**src/rtl/core/lbc_pkg.sv**
```systemverilog
package lbc_pkg;

  // Item commands
  typedef enum logic [2:0] {
    ACT_ON     = 3'd0,
    ACT_OFF    = 3'd1,
    ACT_TOGGLE = 3'd2,
    ACT_PERIOD = 3'd3,
    ACT_HZ_CNT = 3'd4,
    ACT_TICK   = 3'd5
  } action_e;

  // Drive actions reported with each result
  typedef enum logic [1:0] {
    OP_NONE   = 2'd0,
    OP_ON     = 2'd1,
    OP_OFF    = 2'd2,
    OP_TOGGLE = 2'd3
  } drive_op_e;

  typedef enum logic [1:0] {
    ST_IDLE = 2'b01,
    ST_BUSY = 2'b10
  } state_e;

  localparam int unsigned CmpDigits = 16;  // 2-bit digits over 32 bits
  localparam int unsigned DivBits   = 9;   // quotient bits of 500 / hz

  localparam logic [15:0] HalfPeriodDefault = 16'd500;
  localparam logic [8:0]  HzDividend        = 9'd500;   // 1000 / (2 * hz) == 500 / hz
  localparam logic [15:0] HzDivMax          = 16'd500;  // above this the quotient is 0
  localparam logic [15:0] CountSatLimit     = 16'd32767;
  localparam logic [15:0] TogglesMax        = 16'hFFFF;

endpackage

```
**src/rtl/core/lbc_elapsed.sv**
```systemverilog
// Digit-serial check of (now - last) mod 2^32 >= half_period, 2 bits a cycle.
module lbc_elapsed (
  input  logic        clk_i,
  input  logic        rst_ni,
  input  logic        start_i,
  input  logic [31:0] now_i,
  input  logic [31:0] last_i,
  input  logic [15:0] half_period_i,
  output logic        busy_o,
  output logic        due_o
);

  logic        busy_q, busy_d;
  logic [3:0]  cnt_q, cnt_d;
  logic [31:0] now_q, now_d;
  logic [31:0] last_q, last_d;
  logic [15:0] hp_q, hp_d;
  logic        br_diff_q, br_diff_d;
  logic        br_cmp_q, br_cmp_d;
  logic [2:0]  diff_dig;
  logic [2:0]  cmp_dig;

  // elapsed digit, then elapsed minus half-period digit
  assign diff_dig = {1'b0, now_q[1:0]} - {1'b0, last_q[1:0]} - {2'b00, br_diff_q};
  assign cmp_dig  = {1'b0, diff_dig[1:0]} - {1'b0, hp_q[1:0]} - {2'b00, br_cmp_q};

  always_comb begin
    busy_d    = busy_q;
    cnt_d     = cnt_q;
    now_d     = now_q;
    last_d    = last_q;
    hp_d      = hp_q;
    br_diff_d = br_diff_q;
    br_cmp_d  = br_cmp_q;
    if (start_i) begin
      busy_d    = 1'b1;
      cnt_d     = '0;
      now_d     = now_i;
      last_d    = last_i;
      hp_d      = half_period_i;
      br_diff_d = 1'b0;
      br_cmp_d  = 1'b0;
    end else if (busy_q) begin
      now_d     = {2'b00, now_q[31:2]};
      last_d    = {2'b00, last_q[31:2]};
      hp_d      = {2'b00, hp_q[15:2]};
      br_diff_d = diff_dig[2];
      br_cmp_d  = cmp_dig[2];
      cnt_d     = cnt_q + 4'd1;
      if (cnt_q == 4'(lbc_pkg::CmpDigits - 1)) begin
        busy_d = 1'b0;
      end
    end
  end

  always_ff @(posedge clk_i or negedge rst_ni) begin
    if (!rst_ni) begin
      busy_q    <= 1'b0;
      cnt_q     <= '0;
      br_diff_q <= 1'b0;
      br_cmp_q  <= 1'b0;
    end else begin
      busy_q    <= busy_d;
      cnt_q     <= cnt_d;
      br_diff_q <= br_diff_d;
      br_cmp_q  <= br_cmp_d;
    end
  end

  always_ff @(posedge clk_i) begin
    now_q  <= now_d;
    last_q <= last_d;
    hp_q   <= hp_d;
  end

  assign busy_o = busy_q;
  assign due_o  = ~br_cmp_q;

endmodule

```
**src/rtl/core/lbc_div.sv**
```systemverilog
// Bit-serial restoring division 500 / divisor, one quotient bit a cycle.
module lbc_div (
  input  logic       clk_i,
  input  logic       rst_ni,
  input  logic       start_i,
  input  logic [8:0] divisor_i,
  output logic       busy_o,
  output logic [8:0] quotient_o
);

  logic       busy_q, busy_d;
  logic [3:0] cnt_q, cnt_d;
  logic [8:0] dvd_q, dvd_d;
  logic [8:0] dvs_q, dvs_d;
  logic [8:0] rem_q, rem_d;
  logic [8:0] quo_q, quo_d;
  logic [9:0] trial;
  logic [9:0] trial_sub;
  logic       fits;

  assign trial     = {rem_q, dvd_q[8]};
  assign trial_sub = trial - {1'b0, dvs_q};
  assign fits      = trial >= {1'b0, dvs_q};

  always_comb begin
    busy_d = busy_q;
    cnt_d  = cnt_q;
    dvd_d  = dvd_q;
    dvs_d  = dvs_q;
    rem_d  = rem_q;
    quo_d  = quo_q;
    if (start_i) begin
      busy_d = 1'b1;
      cnt_d  = '0;
      dvd_d  = lbc_pkg::HzDividend;
      dvs_d  = divisor_i;
      rem_d  = '0;
      quo_d  = '0;
    end else if (busy_q) begin
      dvd_d = {dvd_q[7:0], 1'b0};
      rem_d = fits ? trial_sub[8:0] : trial[8:0];
      quo_d = {quo_q[7:0], fits};
      cnt_d = cnt_q + 4'd1;
      if (cnt_q == 4'(lbc_pkg::DivBits - 1)) begin
        busy_d = 1'b0;
      end
    end
  end

  always_ff @(posedge clk_i or negedge rst_ni) begin
    if (!rst_ni) begin
      busy_q <= 1'b0;
      cnt_q  <= '0;
    end else begin
      busy_q <= busy_d;
      cnt_q  <= cnt_d;
    end
  end

  always_ff @(posedge clk_i) begin
    dvd_q <= dvd_d;
    dvs_q <= dvs_d;
    rem_q <= rem_d;
    quo_q <= quo_d;
  end

  assign busy_o     = busy_q;
  assign quotient_o = quo_q;

endmodule

```
**src/rtl/core/led_blink_controller.sv**
```systemverilog
// Channel   | Dir | Group   | Transfer carries
// ----------+-----+---------+----------------------------------------------
// command   | in  | s_axis  | one command or tick item (96-bit tdata)
// result    | out | m_axis  | one drive action plus status (48-bit tdata)
//
// A new command is taken only once the previous one has completed. Unless the
// output stalls, the elapsed-time compare sets when a command completes: it
// walks the 32-bit timestamps 2 bits a cycle, while the 500/hz divider runs
// beside it and ends sooner. Reset clears all blink state to off, half-period 500.
// A stalled result waits in the output register while the next command is
// taken; that command's completion holds until the output register is free.
module led_blink_controller (
  input  logic        clk_i,
  input  logic        rst_ni,
  input  logic        s_axis_tvalid,
  output logic        s_axis_tready,
  // action[2:0], target_led[10:3], period_in[26:11], freq_in[42:27],
  // blink_count[58:43], stamp_ms[90:59], zero fill[95:91]
  input  logic [95:0] s_axis_tdata,
  output logic        m_axis_tvalid,
  input  logic        m_axis_tready,
  // drive_op[1:0], drive_led[9:2], led_level[10], blinking[11],
  // freq_status[27:12], blinks_left[43:28], zero fill[47:44]
  output logic [47:0] m_axis_tdata
);

  lbc_pkg::state_e state_q, state_d;

  // Held item fields
  logic [2:0]  act_q;
  logic [7:0]  led_q;
  logic [15:0] period_q;
  logic [15:0] hz_q;
  logic [15:0] count_q;
  logic [31:0] now_q;

  // Blink state
  logic        blink_q, blink_d;
  logic        counted_q, counted_d;
  logic        level_q, level_d;
  logic [15:0] freq_q, freq_d;
  logic [15:0] hp_q, hp_d;
  logic [15:0] tl_q, tl_d;
  logic [31:0] last_q, last_d;

  // Output register
  logic        ov_q, ov_d;
  logic [47:0] out_q;

  logic        in_xfer;
  logic        finish;
  logic        cmp_busy, cmp_due;
  logic        div_busy;
  logic [8:0]  div_quo;
  logic [15:0] hp_hz;
  logic [15:0] tl_dec;
  logic [16:0] blinks_sum;
  logic [1:0]  op;
  logic [7:0]  dled;

  assign s_axis_tready = (state_q == lbc_pkg::ST_IDLE);
  assign in_xfer       = s_axis_tvalid && s_axis_tready;
  assign finish        = (state_q == lbc_pkg::ST_BUSY) && !cmp_busy && !div_busy &&
                         (!ov_q || m_axis_tready);

  // Capture the item; the serial units load from the bus in the same cycle
  always_ff @(posedge clk_i) begin
    if (in_xfer) begin
      act_q    <= s_axis_tdata[2:0];
      led_q    <= s_axis_tdata[10:3];
      period_q <= s_axis_tdata[26:11];
      hz_q     <= s_axis_tdata[42:27];
      count_q  <= s_axis_tdata[58:43];
      now_q    <= s_axis_tdata[90:59];
    end
  end

  lbc_elapsed u_elapsed (
    .clk_i         (clk_i),
    .rst_ni        (rst_ni),
    .start_i       (in_xfer),
    .now_i         (s_axis_tdata[90:59]),
    .last_i        (last_q),
    .half_period_i (hp_q),
    .busy_o        (cmp_busy),
    .due_o         (cmp_due)
  );

  lbc_div u_div (
    .clk_i      (clk_i),
    .rst_ni     (rst_ni),
    .start_i    (in_xfer),
    .divisor_i  (s_axis_tdata[35:27]),
    .busy_o     (div_busy),
    .quotient_o (div_quo)
  );

  // Half-period from hz: default at 0, floor of 1 past 500 Hz
  always_comb begin
    if (hz_q == '0) begin
      hp_hz = lbc_pkg::HalfPeriodDefault;
    end else if (hz_q > lbc_pkg::HzDivMax) begin
      hp_hz = 16'd1;
    end else begin
      hp_hz = {7'd0, div_quo};
    end
  end

  assign tl_dec = (tl_q != '0) ? tl_q - 16'd1 : tl_q;

  // Apply the held item to the blink state
  always_comb begin
    blink_d   = blink_q;
    counted_d = counted_q;
    level_d   = level_q;
    freq_d    = freq_q;
    hp_d      = hp_q;
    tl_d      = tl_q;
    last_d    = last_q;
    op        = lbc_pkg::OP_NONE;
    dled      = '0;
    case (act_q)
      lbc_pkg::ACT_ON, lbc_pkg::ACT_OFF, lbc_pkg::ACT_TOGGLE: begin
        blink_d   = 1'b0;
        counted_d = 1'b0;
        freq_d    = '0;
        tl_d      = '0;
        dled      = led_q;
        if (act_q == lbc_pkg::ACT_ON) begin
          level_d = 1'b1;
          op      = lbc_pkg::OP_ON;
        end else if (act_q == lbc_pkg::ACT_OFF) begin
          level_d = 1'b0;
          op      = lbc_pkg::OP_OFF;
        end else begin
          level_d = ~level_q;
          op      = lbc_pkg::OP_TOGGLE;
        end
      end
      lbc_pkg::ACT_PERIOD: begin
        blink_d   = 1'b1;
        counted_d = 1'b0;
        freq_d    = '0;
        hp_d      = (period_q == '0) ? lbc_pkg::HalfPeriodDefault : period_q;
        last_d    = now_q;
      end
      lbc_pkg::ACT_HZ_CNT: begin
        blink_d   = 1'b1;
        counted_d = (count_q != '0);
        level_d   = 1'b0;
        freq_d    = hz_q;
        hp_d      = hp_hz;
        tl_d      = (count_q > lbc_pkg::CountSatLimit) ? lbc_pkg::TogglesMax
                                                       : {count_q[14:0], 1'b0};
        last_d    = now_q;
        op        = lbc_pkg::OP_OFF;
        dled      = led_q;
      end
      lbc_pkg::ACT_TICK: begin
        if (blink_q && cmp_due) begin
          last_d  = now_q;
          level_d = ~level_q;
          op      = lbc_pkg::OP_TOGGLE;
          if (counted_q) begin
            tl_d = tl_dec;
            // counted run used up: stop and leave the LED off
            if (tl_dec == '0) begin
              blink_d   = 1'b0;
              counted_d = 1'b0;
              freq_d    = '0;
              level_d   = 1'b0;
              op        = lbc_pkg::OP_OFF;
            end
          end
        end
      end
      default: begin
      end
    endcase
  end

  assign blinks_sum = {1'b0, tl_d} + 17'd1;

  always_comb begin
    state_d = state_q;
    ov_d    = ov_q;
    if (m_axis_tready) begin
      ov_d = 1'b0;
    end
    case (state_q)
      lbc_pkg::ST_IDLE: begin
        if (in_xfer) begin
          state_d = lbc_pkg::ST_BUSY;
        end
      end
      lbc_pkg::ST_BUSY: begin
        if (finish) begin
          state_d = lbc_pkg::ST_IDLE;
          ov_d    = 1'b1;
        end
      end
      default: begin
        state_d = lbc_pkg::ST_IDLE;
      end
    endcase
  end

  always_ff @(posedge clk_i or negedge rst_ni) begin
    if (!rst_ni) begin
      state_q   <= lbc_pkg::ST_IDLE;
      ov_q      <= 1'b0;
      blink_q   <= 1'b0;
      counted_q <= 1'b0;
      level_q   <= 1'b0;
      freq_q    <= '0;
      hp_q      <= lbc_pkg::HalfPeriodDefault;
      tl_q      <= '0;
      last_q    <= '0;
    end else begin
      state_q <= state_d;
      ov_q    <= ov_d;
      if (finish) begin
        blink_q   <= blink_d;
        counted_q <= counted_d;
        level_q   <= level_d;
        freq_q    <= freq_d;
        hp_q      <= hp_d;
        tl_q      <= tl_d;
        last_q    <= last_d;
      end
    end
  end

  // Load the result only when the previous one has left
  always_ff @(posedge clk_i) begin
    if (finish) begin
      out_q <= {4'd0, blinks_sum[16:1], freq_d, blink_d, level_d, dled, op};
    end
  end

  assign m_axis_tvalid = ov_q;
  assign m_axis_tdata  = out_q;

  // A new item starts both serial units
  a_units_start: assert property (@(posedge clk_i) disable iff (!rst_ni)
    in_xfer |=> cmp_busy && div_busy)
    else $error("serial units did not start on an input transfer");

  // Serial units run only while an item is held
  a_units_in_busy: assert property (@(posedge clk_i) disable iff (!rst_ni)
    (cmp_busy || div_busy) |-> state_q == lbc_pkg::ST_BUSY)
    else $error("serial unit running outside an item");

  // Counted mode and a held frequency only exist while blinking
  a_counted_blink: assert property (@(posedge clk_i) disable iff (!rst_ni)
    counted_q |-> blink_q)
    else $error("counted mode without blinking");

  a_freq_blink: assert property (@(posedge clk_i) disable iff (!rst_ni)
    (freq_q != '0) |-> blink_q)
    else $error("frequency held without blinking");

  // A finished item never overwrites a result still waiting
  a_no_overwrite: assert property (@(posedge clk_i) disable iff (!rst_ni)
    finish |-> (!ov_q || m_axis_tready))
    else $error("result overwritten before transfer");

endmodule

```
**config.mk**
```make
export PLATFORM = sky130hd
export DESIGN_NAME = led_blink_controller
export DESIGN_NICKNAME = d
export VERILOG_FILES = /design/src/rtl/core/lbc_pkg.sv /design/src/rtl/core/lbc_elapsed.sv /design/src/rtl/core/lbc_div.sv /design/src/rtl/core/led_blink_controller.sv
export SDC_FILE = /design/constraint.sdc
export NUM_CORES = 1
export LEC_CHECK = 0
export BUFFER_PORTS_ARGS = -buffer_cell sky130_fd_sc_hd__buf_4
export CAP_MARGIN = 20
export CORE_MARGIN = 1.5
export CORE_UTILIZATION = 35
export DETAILED_ROUTE_END_ITERATION = 6
export PLACE_DENSITY = 0.59
export SYNTH_ARGS = -nofsm -noshare
export SYNTH_HDL_FRONTEND = slang
export SYNTH_SLANG_ARGS = --single-unit
```
**constraint.sdc**
```tcl
create_clock -name clk_i -period 4.7 [get_ports clk_i]
set_input_delay 0.235 -clock clk_i [delete_from_list [all_inputs] [get_ports clk_i]]
set_output_delay 0.235 -clock clk_i [all_outputs]
set_load 0.005 [all_outputs]
```
==> out/metrics.cfg <==
[grt]
grt_pass1_vias = 10535
grt_max_degree = 74
grt_overflow = 0
antenna_found_initial = 1
grtUsageTotal_pct = 16.69
grt_pass1_wl_um = 58150

[floorplan]
ioPinCount = 150
die_area_um2 = 44280
die_w_um = 210.4
core_area_um2 = 42230
die_height_um = 210.4
start_util_pct = 35.66
num_rows = 75

[timing]
maxSlewViolCount = 0
min_period_over_period_pct = 84.42
hold_viol = 0
rsz0062_at_grt = false
worst_pin_slew_ns = 1.011
max_clock_freq_mhz = 252.0
final-setup-viol-count = 0
min_period_ns = 3.968
slew_headroom_pct = 32.60
fin_skew_ns = 0.01825
setup_slack_ns = 0.7324
totalNegativeSetupSlack_ns = 0

[logic_synthesis]
ys.flop_type = edfxtp_1
synth.distinct_cells = 87
synth.ff_latch_count = 338
yosys-top-cells-area = edfxtp_1 43%, dfrtp_1 15%, nand2_1 7.8%
synthCells = 1303
synth_edf_count = 215
synth.top_cell.area_share_pct = 42.87
syn_area_um2 = 15060
synth_top_area_cell = edfxtp_1
yosysWarnings = 0
synth.most_common_cell = nand2_1
synthArstFlopShare_pct = 28.99
synth_area_per_cell_um2 = 11.56
yosysSeqAreaShare_pct = 62.54
synthTopCellsByCount = 314 x nand2_1, 215 x edfxtp_1, 91 x dfrtp_1

[detailed_routing]
drt-total-wl_um = 36590
via_per_inst = 5.078
vias = 10675
wire_per_inst_um = 17.41
antenna_left = 0
first_pass_iters = 6
drcViolationCount = 0
drt_iter0_drc = 915

[cells_and_area]
drive_above_1_share_pct = 19.51
nets = 1653
syn2layout_area_growth_pct = 25.81
diodes = 0
fin_util_pct = 44.87

[critical_path]
cp_slowest_cell = nor4_2
cpMostUsedCell = nand2_1
slowest_delay_ns = 0.73
cp.arrival_ns = 4.28
worstPathRequired_ns = 5.02
rrSetupSlack_ns = 0.73
critical_path_buf_inv_count = 0
worstPathMaxFanout = 16
startpoint_type = flop
worstPathCellList = nor4_2 > nand2_1 > o31a_1 > a2111oi_1 > nand4_1 > o311ai_1 > nand2_1 > a22o_1
critical-path-top-delay-family = simple AND/OR/NAND/NOR gates
crit_path_end_kind = flop
path_class = flop to flop

[power_and_ir_drop]
p_leak_nw = 8.240
power_w = 0.009220
power.density_nw_per_um2 = 486.6
vdd_ir_drop_max_uv = 284.4

[clock_network]
post_cts_resized = 0
clkLatencyLatePin_ns = 0.57
postCtsSetupRepairBufs = 0
cts_tree = done
cts_buffers = 39
clk_path_buf_depth = 3
clk_pin_slew_ns = 0.06
root_buffer = clkbuf_16
cts_max_level = 2
cts_num_sinks = 338

[placed_design]
port_buffers = 140
place_congestion = 0.9126
dp_hpwl_um = 23890
pre_cts_ws_ns = 0.7550

[run]
maxCapViolCount = 0

[run_status]
status = complete, no violations

[min_path]
hp-class = input port to flop

==> path summary, 6_finish.rpt <==
check	startpoint	end	depth (start not counted)
max	tl_q[2]	m_axis_tdata[15]	8
min	s_axis_tvalid	u_elapsed.last_q[30]	2
max reg2reg	tl_q[2]	m_axis_tdata[15]	8
min reg2reg	u_div.dvd_q[2]	u_div.dvd_q[2]	2
max in group asynchronous	rst_ni	last_q[28]	3
min in group asynchronous	rst_ni	tl_q[1]	2
==> layout by cell type (no fill, tap or decap), types with 17 or more instances in the layout <==
master         synthesis  layout
dfrtp_1               91      91
inv_1                 33      32
nor3_1                29      29
dlygate4sd3_1          0      93
mux2_2                33      33
o21ai_0               39      39
nor2_1                67      67
a21oi_1               21      21
nand2_1              314     313
and3_1                17      17
ha_1                  17      17
edfxtp_1             215     215
buf_4                  8     168
mux2i_1               31      31
dfxtp_1               25      25
clkbuf_16              0      39
nand3_1               19      19
a22o_1                32      32
==> per-stage QoR <==
| stage | cell area [µm²] | instances | hold slack [ns] |
|---|---|---|---|
| 4_1_cts | 18940 | 2101 | 0.01276 |
| 3_3_place_gp | 16700 | 1935 | 0.3820 |
| 2_1_floorplan | 15070 | 1306 | -0.06059 |
| 3_5_place_dp | 16710 | 1936 | 0.3866 |
| 6_report | 18950 | 2102 | 0.04729 |
| 5_1_grt | 18950 | 2102 | 0.03103 |
==> worst register-to-register path: cells and delay by family, from the launching register on <==
kind / cells / cell delay [ns]
simple gates: 4 / 1.64
flops: 1 / 0.55
compound gates: 4 / 1.52
==> layout make-up <==
cell class,instances,area [µm²]
inverter,35,136.4
sequential,338,9418
timing repair buffer,263,2223
tap,539,674.4
clock buffer,55,1086
clock inverter,17,212.7
multi-input combinational,855,5195
fill,3916,23280
==> timing repair <==
action / 4_1_cts / 5_1_grt
setup endpoints to repair: 0 / 0
hold buffers: 93 / 0
hold endpoints to repair: 178 / 0
==> layer usage <==
metal	vias up	GRT usage [%]	share of wire [%]
met5	-	0	0.036
li1	5136	-	-
met1	5218	22.31	45
met2	245	27.22	48
met3	74	3.322	4.3
met4	2	5.468	2.8
==> power breakdown <==
| group | internal [W] | total, W | switching, W |
|---|---|---|---|
| combinational | 0.000780 | 0.00200 | 0.00122 |
| sequential | 0.00390 | 0.00419 | 0.000291 |
| clock | 0.00176 | 0.00302 | 0.00127 |
==> kinds of logic (layout without fill, tap and decap cells) <==
family                     after synthesis  count (layout)  synth area share (%)
DFF                                    338             338                 62.54
AOI/OAI and AO/OA                      194             194                 9.330
xor gates and xnor gates                24              24                 1.396
other                                    1               4               0.02490
buffers and inverters                  113             370                 3.249
muxes                                   65              65                 4.628
adders and majority gates               21              21                 1.944
and+or+nand+nor                        547             547                 16.89
==> registers in the layout, summed over array words and instances, names as in the netlist, 32 cells and up <==
signal	count
last_q	32
m_axis_tdata	44
u_elapsed.now_q	32
u_elapsed.last_q	32
now_q	32
No activity file was read; power rests on OpenSTA's default activity.
